[config.mk]
export PLATFORM = sky130hd
export DESIGN_NAME = i2c_master_register_access
export DESIGN_NICKNAME = d
export VERILOG_FILES = /design/src/design/i2cm_pkg.sv /design/src/design/i2cm_regs.sv /design/src/design/i2cm_engine.sv /design/src/design/i2c_master_register_access.sv
export SDC_FILE = /design/constraint.sdc
export NUM_CORES = 1
export LEC_CHECK = 0
export ABC_AREA = 1
export ABC_CLOCK_PERIOD_IN_PS = 4300
export BUFFER_PORTS_ARGS = -buffer_cell sky130_fd_sc_hd__buf_2
export CAP_MARGIN = 20
export CORE_UTILIZATION = 54
export CTS_CLUSTER_DIAMETER = 60
export DETAILED_ROUTE_END_ITERATION = 16
export GPL_TIMING_DRIVEN = 0
export HOLD_SLACK_MARGIN = 0.1
export PLACE_DENSITY = 0.72
export SETUP_SLACK_MARGIN = 0.5
export SLEW_MARGIN = 20
export SYNTH_ARGS = -nofsm -noshare
export SYNTH_HDL_FRONTEND = slang
export SYNTH_SLANG_ARGS = --single-unit
export TNS_END_PERCENT = 50
[constraint.sdc]
create_clock -name clk -period 4.3 [get_ports clk]
set_input_delay 0.43 -clock clk [delete_from_list [all_inputs] [get_ports clk]]
set_output_delay 0.43 -clock clk [all_outputs]
set_load 0.05 [all_outputs]
[src/design/i2cm_pkg.sv]
// Package for the I2C register-access master: phases, sub-steps, status codes.
// Used by every module of the block; depends on nothing.
package i2cm_pkg;
	localparam int HalfPeriodBitsDef = 10;
	localparam int TimeoutBitsDef = 24;
	localparam int RecoveryPulses = 9;

	typedef enum logic [1:0] {
		CMD_NONE = 2'd0,
		CMD_WRITE = 2'd1,
		CMD_READ = 2'd2,
		CMD_RECOVER = 2'd3
	} cmd_t;

	typedef enum logic [3:0] {
		PH_IDLE = 4'd0,
		PH_START1 = 4'd1,
		PH_ADDR_W = 4'd2,
		PH_REG = 4'd3,
		PH_VALUE = 4'd4,
		PH_START2 = 4'd5,
		PH_ADDR_R = 4'd6,
		PH_READ = 4'd7,
		PH_PULSE = 4'd8,
		PH_STOP = 4'd9
	} phase_t;

	typedef enum logic [1:0] {
		SS_SETUP = 2'd0,
		SS_WAIT = 2'd1,
		SS_HOLD = 2'd2,
		SS_TAIL = 2'd3
	} sub_t;

	localparam logic [2:0] ST_OK = 3'd0;
	localparam logic [2:0] ST_NACK = 3'd1;
	localparam logic [2:0] ST_TIMEOUT = 3'd2;
	localparam logic [2:0] ST_BUSY = 3'd3;
	localparam logic [2:0] ST_STUCK = 3'd4;

	localparam logic [1:0] REG_HALF = 2'd0;
	localparam logic [1:0] REG_TIMEOUT = 2'd1;
	localparam logic [1:0] REG_DEVADDR = 2'd2;

	// Bundle of the configuration values: half period, timeout and device address.
	typedef struct packed {
		logic [31:0] half_period;
		logic [31:0] timeout;
		logic [6:0] dev_addr;
	} cfg_t;
endpackage

[src/design/i2cm_regs.sv]
// APB register file for the I2C master: half period, timeout and device address.
// Depends on i2cm_pkg.
module i2cm_regs import i2cm_pkg::*; #(
	parameter int HALF_PERIOD_BITS = HalfPeriodBitsDef,
	parameter int TIMEOUT_BITS = TimeoutBitsDef
) (
	input  logic clk,
	input  logic arst_n,
	input  logic psel,
	input  logic penable,
	input  logic pwrite,
	input  logic [3:0] paddr,
	input  logic [31:0] pwdata,
	output logic [31:0] prdata,
	output logic pready,
	output logic [HALF_PERIOD_BITS-1:0] half_period,
	output logic [TIMEOUT_BITS-1:0] timeout,
	output logic [6:0] dev_addr
);
	logic [HALF_PERIOD_BITS-1:0] half_q;
	logic [TIMEOUT_BITS-1:0] timeout_q;
	logic [6:0] dev_q;
	logic wr;

	localparam logic [31:0] HalfReset = 32'd300;
	localparam logic [31:0] TimeoutReset = 32'd1200000;

	assign pready = 1'b1;
	assign wr = psel & penable & pwrite;

	// Register writes on the access cycle.
	always_ff @(posedge clk or negedge arst_n) begin
		if (!arst_n) begin
			half_q <= HalfReset[HALF_PERIOD_BITS-1:0];
			timeout_q <= TimeoutReset[TIMEOUT_BITS-1:0];
			dev_q <= 7'd104;
		end else if (wr && paddr[1:0] == 2'b00) begin
			case (paddr[3:2])
				REG_HALF: half_q <= pwdata[HALF_PERIOD_BITS-1:0];
				REG_TIMEOUT: timeout_q <= pwdata[TIMEOUT_BITS-1:0];
				REG_DEVADDR: dev_q <= pwdata[6:0];
				default: ;
			endcase
		end
	end

	// Read-back mux.
	always_comb begin
		prdata = '0;
		case (paddr[3:2])
			REG_HALF: prdata[HALF_PERIOD_BITS-1:0] = half_q;
			REG_TIMEOUT: prdata[TIMEOUT_BITS-1:0] = timeout_q;
			REG_DEVADDR: prdata[6:0] = dev_q;
			default: prdata = '0;
		endcase
	end

	assign half_period = half_q;
	assign timeout = timeout_q;
	assign dev_addr = dev_q;
endmodule

[src/design/i2cm_engine.sv]
// Per-tick I2C bus engine: holds transaction state and computes one output word
// per accepted input word. Depends on i2cm_pkg.
module i2cm_engine import i2cm_pkg::*; #(
	parameter int HALF_PERIOD_BITS = HalfPeriodBitsDef,
	parameter int TIMEOUT_BITS = TimeoutBitsDef
) (
	input  logic clk,
	input  logic arst_n,
	input  logic step,
	input  logic [HALF_PERIOD_BITS-1:0] half_period,
	input  logic [TIMEOUT_BITS-1:0] timeout,
	input  logic [6:0] dev_addr,
	input  logic [1:0] command,
	input  logic [7:0] reg_addr,
	input  logic [7:0] write_value,
	input  logic [7:0] read_length,
	input  logic scl_in,
	input  logic sda_in,
	output logic [23:0] result
);
	localparam logic [TIMEOUT_BITS-1:0] ToMax = '1;

	phase_t phase_q, phase_d;
	sub_t sub_q, sub_d;
	logic [3:0] bit_q, bit_d;
	logic [7:0] cnt_q, cnt_d, shift_q, shift_d;
	logic [HALF_PERIOD_BITS-1:0] ht_q, ht_d;
	logic [TIMEOUT_BITS-1:0] el_q, el_d;
	logic fail_q, fail_d;
	logic [1:0] hcmd_q, hcmd_d;
	logic [7:0] hreg_q, hreg_d, hval_q, hval_d, hlen_q, hlen_d;
	logic [2:0] hst_q, hst_d;
	logic scl_q, scl_d, sda_q, sda_d;
	logic valid, last, done;
	logic [7:0] data;
	logic [2:0] st;
	logic span, is_start, is_read;
	logic [8:0] cnt_inc;

	assign span = ({1'b0, ht_q} + 1'b1) >= {1'b0, half_period};
	assign is_start = (phase_q == PH_START1) || (phase_q == PH_START2);
	assign is_read = (phase_q == PH_READ);
	assign cnt_inc = {1'b0, cnt_q} + 9'd1;

	// Next-state logic for one tick.
	always_comb begin
		phase_t np;
		logic go;
		logic [2:0] code;
		phase_d = phase_q; sub_d = sub_q; bit_d = bit_q; cnt_d = cnt_q;
		shift_d = shift_q; ht_d = ht_q; el_d = el_q; fail_d = fail_q;
		hcmd_d = hcmd_q; hreg_d = hreg_q; hval_d = hval_q; hlen_d = hlen_q;
		hst_d = hst_q; scl_d = scl_q; sda_d = sda_q;
		valid = 1'b0; data = '0; last = 1'b0; done = 1'b0; st = ST_OK;
		go = 1'b0; np = PH_STOP; code = ST_OK;
		if (phase_q == PH_IDLE) begin
			if (command != CMD_NONE) begin
				hcmd_d = command; hreg_d = reg_addr; hval_d = write_value;
				hlen_d = read_length; hst_d = ST_OK; fail_d = 1'b0; el_d = '0;
				cnt_d = '0; go = 1'b1;
				np = (command == CMD_RECOVER) ? PH_PULSE : PH_START1;
			end
		end else if (phase_q > PH_STOP) begin
			phase_d = PH_IDLE; sub_d = SS_SETUP;
		end else begin
			if (el_q != ToMax) el_d = el_q + 1'b1;
			if (el_d > timeout) fail_d = 1'b1;
			case (sub_q)
				SS_SETUP: begin
					if (phase_q == PH_STOP) begin
						scl_d = 1'b1; sda_d = 1'b1;
					end else if (phase_q == PH_PULSE) begin
						scl_d = 1'b1; sda_d = 1'b0;
					end else if (is_start) begin
						sda_d = 1'b0;
					end else if (bit_q < 4'd8) begin
						sda_d = is_read ? 1'b0 : ~shift_q[7];
					end else begin
						sda_d = is_read && (cnt_inc < {1'b0, hlen_q});
					end
					if (span) begin
						scl_d = 1'b0; sub_d = SS_WAIT; ht_d = '0;
					end else begin
						ht_d = ht_q + 1'b1;
					end
				end
				SS_WAIT: begin
					if (scl_in) begin
						sub_d = SS_HOLD; ht_d = '0;
					end else if (fail_d) begin
						if (phase_q == PH_STOP) begin
							sda_d = 1'b0; sub_d = SS_TAIL; ht_d = '0;
						end else begin
							go = 1'b1; np = PH_STOP; code = ST_OK;
						end
					end
				end
				SS_HOLD: begin
					if (!span) begin
						ht_d = ht_q + 1'b1;
					end else begin
						ht_d = '0;
						if (phase_q == PH_STOP) begin
							sda_d = 1'b0; sub_d = SS_TAIL;
						end else if (fail_d) begin
							go = 1'b1; np = PH_STOP;
						end else if (is_start) begin
							if (!sda_in) begin
								go = 1'b1; np = PH_STOP; code = ST_BUSY;
							end else begin
								sda_d = 1'b1; sub_d = SS_TAIL;
							end
						end else if (phase_q == PH_PULSE) begin
							bit_d = bit_q + 1'b1;
							if (bit_d >= 4'(RecoveryPulses)) begin
								go = 1'b1; np = PH_STOP;
							end else begin
								sub_d = SS_SETUP;
							end
						end else if (bit_q >= 4'd8 && !is_read && sda_in) begin
							scl_d = 1'b1; go = 1'b1; np = PH_STOP; code = ST_NACK;
						end else begin
							if (bit_q < 4'd8) begin
								shift_d = is_read ? {shift_q[6:0], sda_in}
									: {shift_q[6:0], 1'b0};
								if (is_read && bit_q == 4'd7) begin
									valid = 1'b1; data = shift_d;
									last = (cnt_inc == {1'b0, hlen_q});
								end
							end
							scl_d = 1'b1;
							bit_d = bit_q + 1'b1;
							if (bit_d >= 4'd9) begin
								go = 1'b1;
								case (phase_q)
									PH_ADDR_W: np = PH_REG;
									PH_REG: np = (hcmd_q == CMD_WRITE) ? PH_VALUE
										: PH_START2;
									PH_ADDR_R: np = (hlen_q == 8'd0) ? PH_STOP : PH_READ;
									PH_READ: begin
										cnt_d = cnt_inc[7:0];
										np = (cnt_inc[7:0] >= hlen_q) ? PH_STOP : PH_READ;
									end
									default: np = PH_STOP;
								endcase
							end else begin
								sub_d = SS_SETUP;
							end
						end
					end
				end
				default: begin
					if (!span) begin
						ht_d = ht_q + 1'b1;
					end else begin
						ht_d = '0;
						if (is_start) begin
							scl_d = 1'b1; go = 1'b1;
							np = (phase_q == PH_START1) ? PH_ADDR_W : PH_ADDR_R;
						end else begin
							done = 1'b1;
							if (hst_q != ST_OK) st = hst_q;
							else if (fail_d) st = ST_TIMEOUT;
							else if (hcmd_q == CMD_RECOVER && !sda_in) st = ST_STUCK;
							phase_d = PH_IDLE; sub_d = SS_SETUP;
						end
					end
				end
			endcase
		end
		// Phase entry: reset the bit step and load the shift register.
		if (go) begin
			if (code != ST_OK && hst_d == ST_OK) hst_d = code;
			phase_d = np; sub_d = SS_SETUP; ht_d = '0; bit_d = '0;
			case (np)
				PH_ADDR_W: shift_d = {dev_addr, 1'b0};
				PH_ADDR_R: shift_d = {dev_addr, 1'b1};
				PH_REG: shift_d = hreg_d;
				PH_VALUE: shift_d = hval_d;
				default: shift_d = '0;
			endcase
		end
	end

	// State registers, advanced once per accepted word.
	always_ff @(posedge clk or negedge arst_n) begin
		if (!arst_n) begin
			phase_q <= PH_IDLE; sub_q <= SS_SETUP; bit_q <= '0; cnt_q <= '0;
			shift_q <= '0; ht_q <= '0; el_q <= '0; fail_q <= 1'b0;
			hcmd_q <= '0; hreg_q <= '0; hval_q <= '0; hlen_q <= '0; hst_q <= '0;
			scl_q <= 1'b0; sda_q <= 1'b0;
		end else if (step) begin
			phase_q <= phase_d; sub_q <= sub_d; bit_q <= bit_d; cnt_q <= cnt_d;
			shift_q <= shift_d; ht_q <= ht_d; el_q <= el_d; fail_q <= fail_d;
			hcmd_q <= hcmd_d; hreg_q <= hreg_d; hval_q <= hval_d; hlen_q <= hlen_d;
			hst_q <= hst_d; scl_q <= scl_d; sda_q <= sda_d;
		end
	end

	// Output word: fields from the highest bit down.
	assign result = {7'd0, st, done, last, data, valid, (phase_d != PH_IDLE), sda_d, scl_d};
endmodule

[src/design/i2c_master_register_access.sv]
// I2C register-access master: one tick of the bus per input word over a stream.
// Channels: s_axis carries command, register, value, length and sampled pins
// (one word per clock tick of the bus engine); m_axis returns pin drives, busy,
// received byte with valid and last flags, and done with status.
// Each input word yields exactly one output word. The engine computes the next
// state from its state registers and the word, and the result lands in an
// output register. A skid register behind it keeps the input ready while one
// finished word waits, so a word can enter every cycle while the skid is empty.
// When m_axis_tready is low, at most two results are held; s_axis_tready drops
// only once both are occupied, and nothing is lost or repeated.
// Configuration is written over APB by the user only while the block is idle;
// the block does not enforce it. half_period_ticks at 0x0, timeout_ticks at
// 0x4, device_address at 0x8. Reset (arst_n low) returns the engine to idle
// with pins released and loads the register defaults 300, 1200000 and 0x68.
// Depends on i2cm_pkg, i2cm_regs and i2cm_engine.
module i2c_master_register_access import i2cm_pkg::*; #(
	parameter int HALF_PERIOD_BITS = HalfPeriodBitsDef,
	parameter int TIMEOUT_BITS = TimeoutBitsDef
) (
	input  logic clk,
	input  logic arst_n,
	input  logic psel,
	input  logic penable,
	input  logic pwrite,
	input  logic [3:0] paddr,
	input  logic [31:0] pwdata,
	output logic [31:0] prdata,
	output logic pready,
	input  logic s_axis_tvalid,
	output logic s_axis_tready,
	// command[1:0], reg_addr[9:2], write_value[17:10], read_length[25:18],
	// scl_in[26], sda_in[27], zero fill [31:28]
	input  logic [31:0] s_axis_tdata,
	output logic m_axis_tvalid,
	input  logic m_axis_tready,
	// scl_pull_low[0], sda_pull_low[1], busy_res[2], byte_valid[3],
	// read_data[11:4], byte_last[12], done_res[13], status[16:14], zero fill
	output logic [23:0] m_axis_tdata
);
	logic [HALF_PERIOD_BITS-1:0] half_period;
	logic [TIMEOUT_BITS-1:0] timeout;
	logic [6:0] dev_addr;
	logic [23:0] result;
	logic [23:0] out_q, skid_q;
	logic out_v_q, skid_v_q, step;

	i2cm_regs #(.HALF_PERIOD_BITS(HALF_PERIOD_BITS), .TIMEOUT_BITS(TIMEOUT_BITS)) u_regs (
		.clk, .arst_n, .psel, .penable, .pwrite, .paddr, .pwdata, .prdata, .pready,
		.half_period, .timeout, .dev_addr
	);

	assign s_axis_tready = !skid_v_q;
	assign step = s_axis_tvalid && s_axis_tready;

	i2cm_engine #(.HALF_PERIOD_BITS(HALF_PERIOD_BITS), .TIMEOUT_BITS(TIMEOUT_BITS)) u_eng (
		.clk, .arst_n, .step, .half_period, .timeout, .dev_addr,
		.command(s_axis_tdata[1:0]), .reg_addr(s_axis_tdata[9:2]),
		.write_value(s_axis_tdata[17:10]), .read_length(s_axis_tdata[25:18]),
		.scl_in(s_axis_tdata[26]), .sda_in(s_axis_tdata[27]), .result
	);

	// Output register with a skid stage behind it.
	always_ff @(posedge clk or negedge arst_n) begin
		if (!arst_n) begin
			out_v_q <= 1'b0; skid_v_q <= 1'b0;
		end else begin
			if (!out_v_q || m_axis_tready) begin
				if (skid_v_q) begin
					out_v_q <= 1'b1; skid_v_q <= 1'b0;
				end else begin
					out_v_q <= step;
				end
			end else if (step) begin
				skid_v_q <= 1'b1;
			end
		end
	end

	// Payload of the output and skid registers.
	always_ff @(posedge clk) begin
		if (!out_v_q || m_axis_tready) begin
			out_q <= skid_v_q ? skid_q : result;
		end else if (step) begin
			skid_q <= result;
		end
	end

	assign m_axis_tvalid = out_v_q;
	assign m_axis_tdata = out_q;
endmodule

==> impl_results.md <==
* Status: complete, no violations
* Met2 wire length at 13.3 mm
* Dominant cells by area after synthesis: dfrtp_1 29%, nand2_1 11%, edfxtp_1 10%
* Top cell type's share of synthesized area at 29.4%
* HP Class: in -> reg
* Internal power at 4130 µW
* Initial antenna violation count at 0
* Fin nets at 1621
* Cell variety after synth at 56
* Power consumption at 7070 µW
* First-pass GRT wire length at 44.5 mm
* Startpoint Class: flop
* Crit path DAT at 4.27 ns
* Post-synth EDFFs at 34
* Pre-antenna DRT Iters at 5
* DPL Wire Length at 19.7 mm
* Final Non-Filler Cells at 1739
* Switching component of the power at 2940 µW
* Final setup fails at 0
* Synthesis Warnings at 0
* Vias in the first global route at 9049
* FF-to-FF setup slack at 0.23 ns
* Maximum vdd drop at 0.373 mV
* Most used cell along the critical path: nand2_2
* DRC Markers at 0
* Clock Path Buffers at 2
* Final hold violation count at 0
* Largest area contributor in the netlist: dfrtp_1
* Layout cells sized above 1 at 22.8%
* Top layer in use: met4
* FP Rows at 49
* Clock root buffer: clkbuf_16
* Final instance area at 12600 µm²
* Crit Path Category: reg -> reg
* Fin crit period at 4.07 ns
* Crit path max fanout at 6
* Combinational Power Share at 44.0%
* Seq pwr share at 31.4%
* Static leakage at 0.00633 µW
* Peak clock frequency supported by timing at 0.245 GHz
* Most common cell after layout, fill and taps aside: nand2_1
* Routed vias at 9330
* GRT overflow at 0
* Delay-heaviest family, CP: simple AND/OR/NAND/NOR gates
* Clock slew at reported path FFs at 0.07 ns
* Relative slew slack at 47.2%
* Cell area after synthesis at 10200 µm²
* Initial Utilization at 55.9%
* Unrepaired setup endpoints after global routing: true
* Placed cell area at 11100 µm²
* Clock latency on the worst-skew pair at 0.44 ns
* IO Count at 134
* Worst path bufs/invs at 5
* Register bit total from synthesis at 169
* Drt wl/cell at 15.5 µm
* Die W at 140 µm
* TritonCTS clock tree: yes
* Final Hold Slack at 0.198 ns
* Core box area at 18300 µm²
* CTS sink count at 169
* CP Capture Type: flop
* Register area at 4420 µm²
* Placed insts at 1667
* DR vias/cell at 5.37
* P&R area growth vs syn at 23.1%
* Drt total wl at 27.0 mm
* P per Cell Area at 562 nW/µm²
* Die area at 19500 µm²
* Tcrit/Tclk final at 94.8%
* Initial DRC count at 773
* FFs w/ async S/R, synth at 79.9%
* Crit-path slowest cell: dfrtp_1
* H-tree Lvls at 4
* Sequential share of the synthesized area at 43.2%
* Top_reg_cell synth: dfrtp_1
* Num CTS Buffers at 17
* Total track usage at 28.9%
* Filler cells at 1507
* Max Transition Viols Final at 0
* Clk network pwr share at 24.5%
* Antenna diodes at 0
* Antenna viol nets, final at 0
* Worst Tran Pin Value at 0.791 ns
* Synthesized netlist cell count at 1318
* Layout Skew at 0.0111 ns
* Pre-CTS setup slack at -0.222 ns
* Minimum setup slack in the final design at 0.225 ns
* Met3 WL at 1.38 mm
* Max Cap Viol at 0
* Chip height at 140 µm
* Routability cong. at 0.984
* Critical path's largest stage delay at 0.41 ns
* M1 WL at 11.7 mm
* Most frequent cells in the layout: 282 x nand2_1, 186 x inv_1, 128 x nor2_1, 120 x dfrtp_1, 104 x buf_2
* Worst EP required at 4.50 ns
* Port bufs at 105
* Largest net degree at the start of global routing at 90
* Avg Inst Size Synth at 7.75 µm²
* Switching share of power at 41.6%
* Multi-input logic area at 5210 µm²
## timing repair
| item | in CTS | in global routing |
|---|---|---|
| pin swaps | 43 | 45 |
| hold endpoints to repair | 46 | 0 |
| buffers inserted | 28 | 11 |
| gates resized for setup | 70 | 69 |
| endpoints found under the setup margin | 70 | 70 |
| hold buffers | 1 | 0 |
## flip-flops by register name (all words and copies together) (netlist names), 2 cells and up
register and count:
u_eng.bit_q 4, u_regs.timeout 24, u_eng.phase_q 4, u_eng.ht_q 10, m_axis_tdata 17, u_eng.hcmd_q 2
u_eng.cnt_q 8, u_regs.half_period 10, u_eng.sub_q 2, u_eng.hval_q 8, u_eng.el_q 24, u_eng.hst_q 3
skid_q 17, u_regs.dev_addr 7, u_eng.hlen_q 8, u_eng.shift_q 8, u_eng.hreg_q 8
## Yosys cell counts (3+ instances only)
cell type	instances
nor3_1	21
nand3_1	64
ha_1	49
nand2_2	8
nand3b_1	4
inv_1	192
nor2_4	3
a21oi_1	46
a22oi_1	9
clkbuf_1	22
o31ai_1	5
a21o_1	3
o221ai_1	6
nand4_1	29
edfxtp_1	34
nand2_1	306
nor2_2	4
o21ai_0	105
o22ai_1	10
nor4_1	5
dfrtp_1	120
xor2_1	34
a31oi_1	4
inv_2	8
buf_6	5
buf_4	18
nor2_1	149
o21ai_1	5
dfstp_2	15
## power groups by stage
stage	registers, µW	logic (µW)	clock network [µW]
floorplan	2280	1800	0
global route	2250	3440	1820
detailed placement	2230	2560	0
global placement	2220	2510	0
CTS	2210	2870	1750
finish	2220	3110	1730
## through the flow
| step | TNS (ns) | utilization, % |
|---|---|---|
| after global routing | -0.117 | 68.9 |
| final | 0 | 68.9 |
| after detailed placement | -3.92 | 60.9 |
| after floorplan | 0 | - |
| after CTS | 0 | 67.1 |
| after global placement | -3.12 | 60.7 |
## logic make-up (layout without fill, tap and decap cells)
group	Yosys count	after routing	share of synthesized area (%)
AOI/OAI and AO/OA	205	205	11.4
muxes	2	2	0.220
and+or+nand+nor	606	606	25.8
buffers and inverters	250	428	10.2
other	2	16	0.0735
adders and majority gates	49	49	6.00
xor gates and xnor gates	35	35	3.00
DFF	169	169	43.2
## per-layer routing
layer	global-route usage, %	up-vias
met3	4.47	56
met1	37.2	4355
met5	0	-
met4	10.1	0
met2	49.5	315
li1	-	4604
## area by class of cell
type                       instances  share of cell area, %
multi-input combinational        913                   41.4
sequential                       169                   35.1
timing repair buffer             146                   7.46
inverter                         202                   6.05
clock buffer                      17                   3.38
buffer                            48                   2.42
tap                              229                   2.28
clock inverter                    15                   1.86
## worst reg2reg max path: cells and delay by family (launching register included)
kind	cells	cell delay (ns)
AND/OR/NAND/NOR	24	2.56
XOR/XNOR	1	0.26
flip-flops	1	0.41
buffers and inverters	5	0.41
adder cells (fa/ha/maj)	1	0.21
## path summary, 6_finish.rpt
| kind | startpoint | end | cells after the start |
|---|---|---|---|
| setup / recovery | u_eng.el_q[4] | m_axis_tdata[2] | 31 |
| hold / removal | s_axis_tdata[18] | u_eng.hlen_q[0] | 3 |
| setup reg to reg | u_eng.el_q[4] | m_axis_tdata[2] | 31 |
| hold reg to reg | u_regs.timeout[4] | u_regs.timeout[4] | 2 |
| max in group asynchronous | arst_n | u_regs.half_period[5] | 3 |
| min in group asynchronous | arst_n | u_regs.timeout[18] | 2 |
No activity file was read; power rests on OpenSTA's default activity.
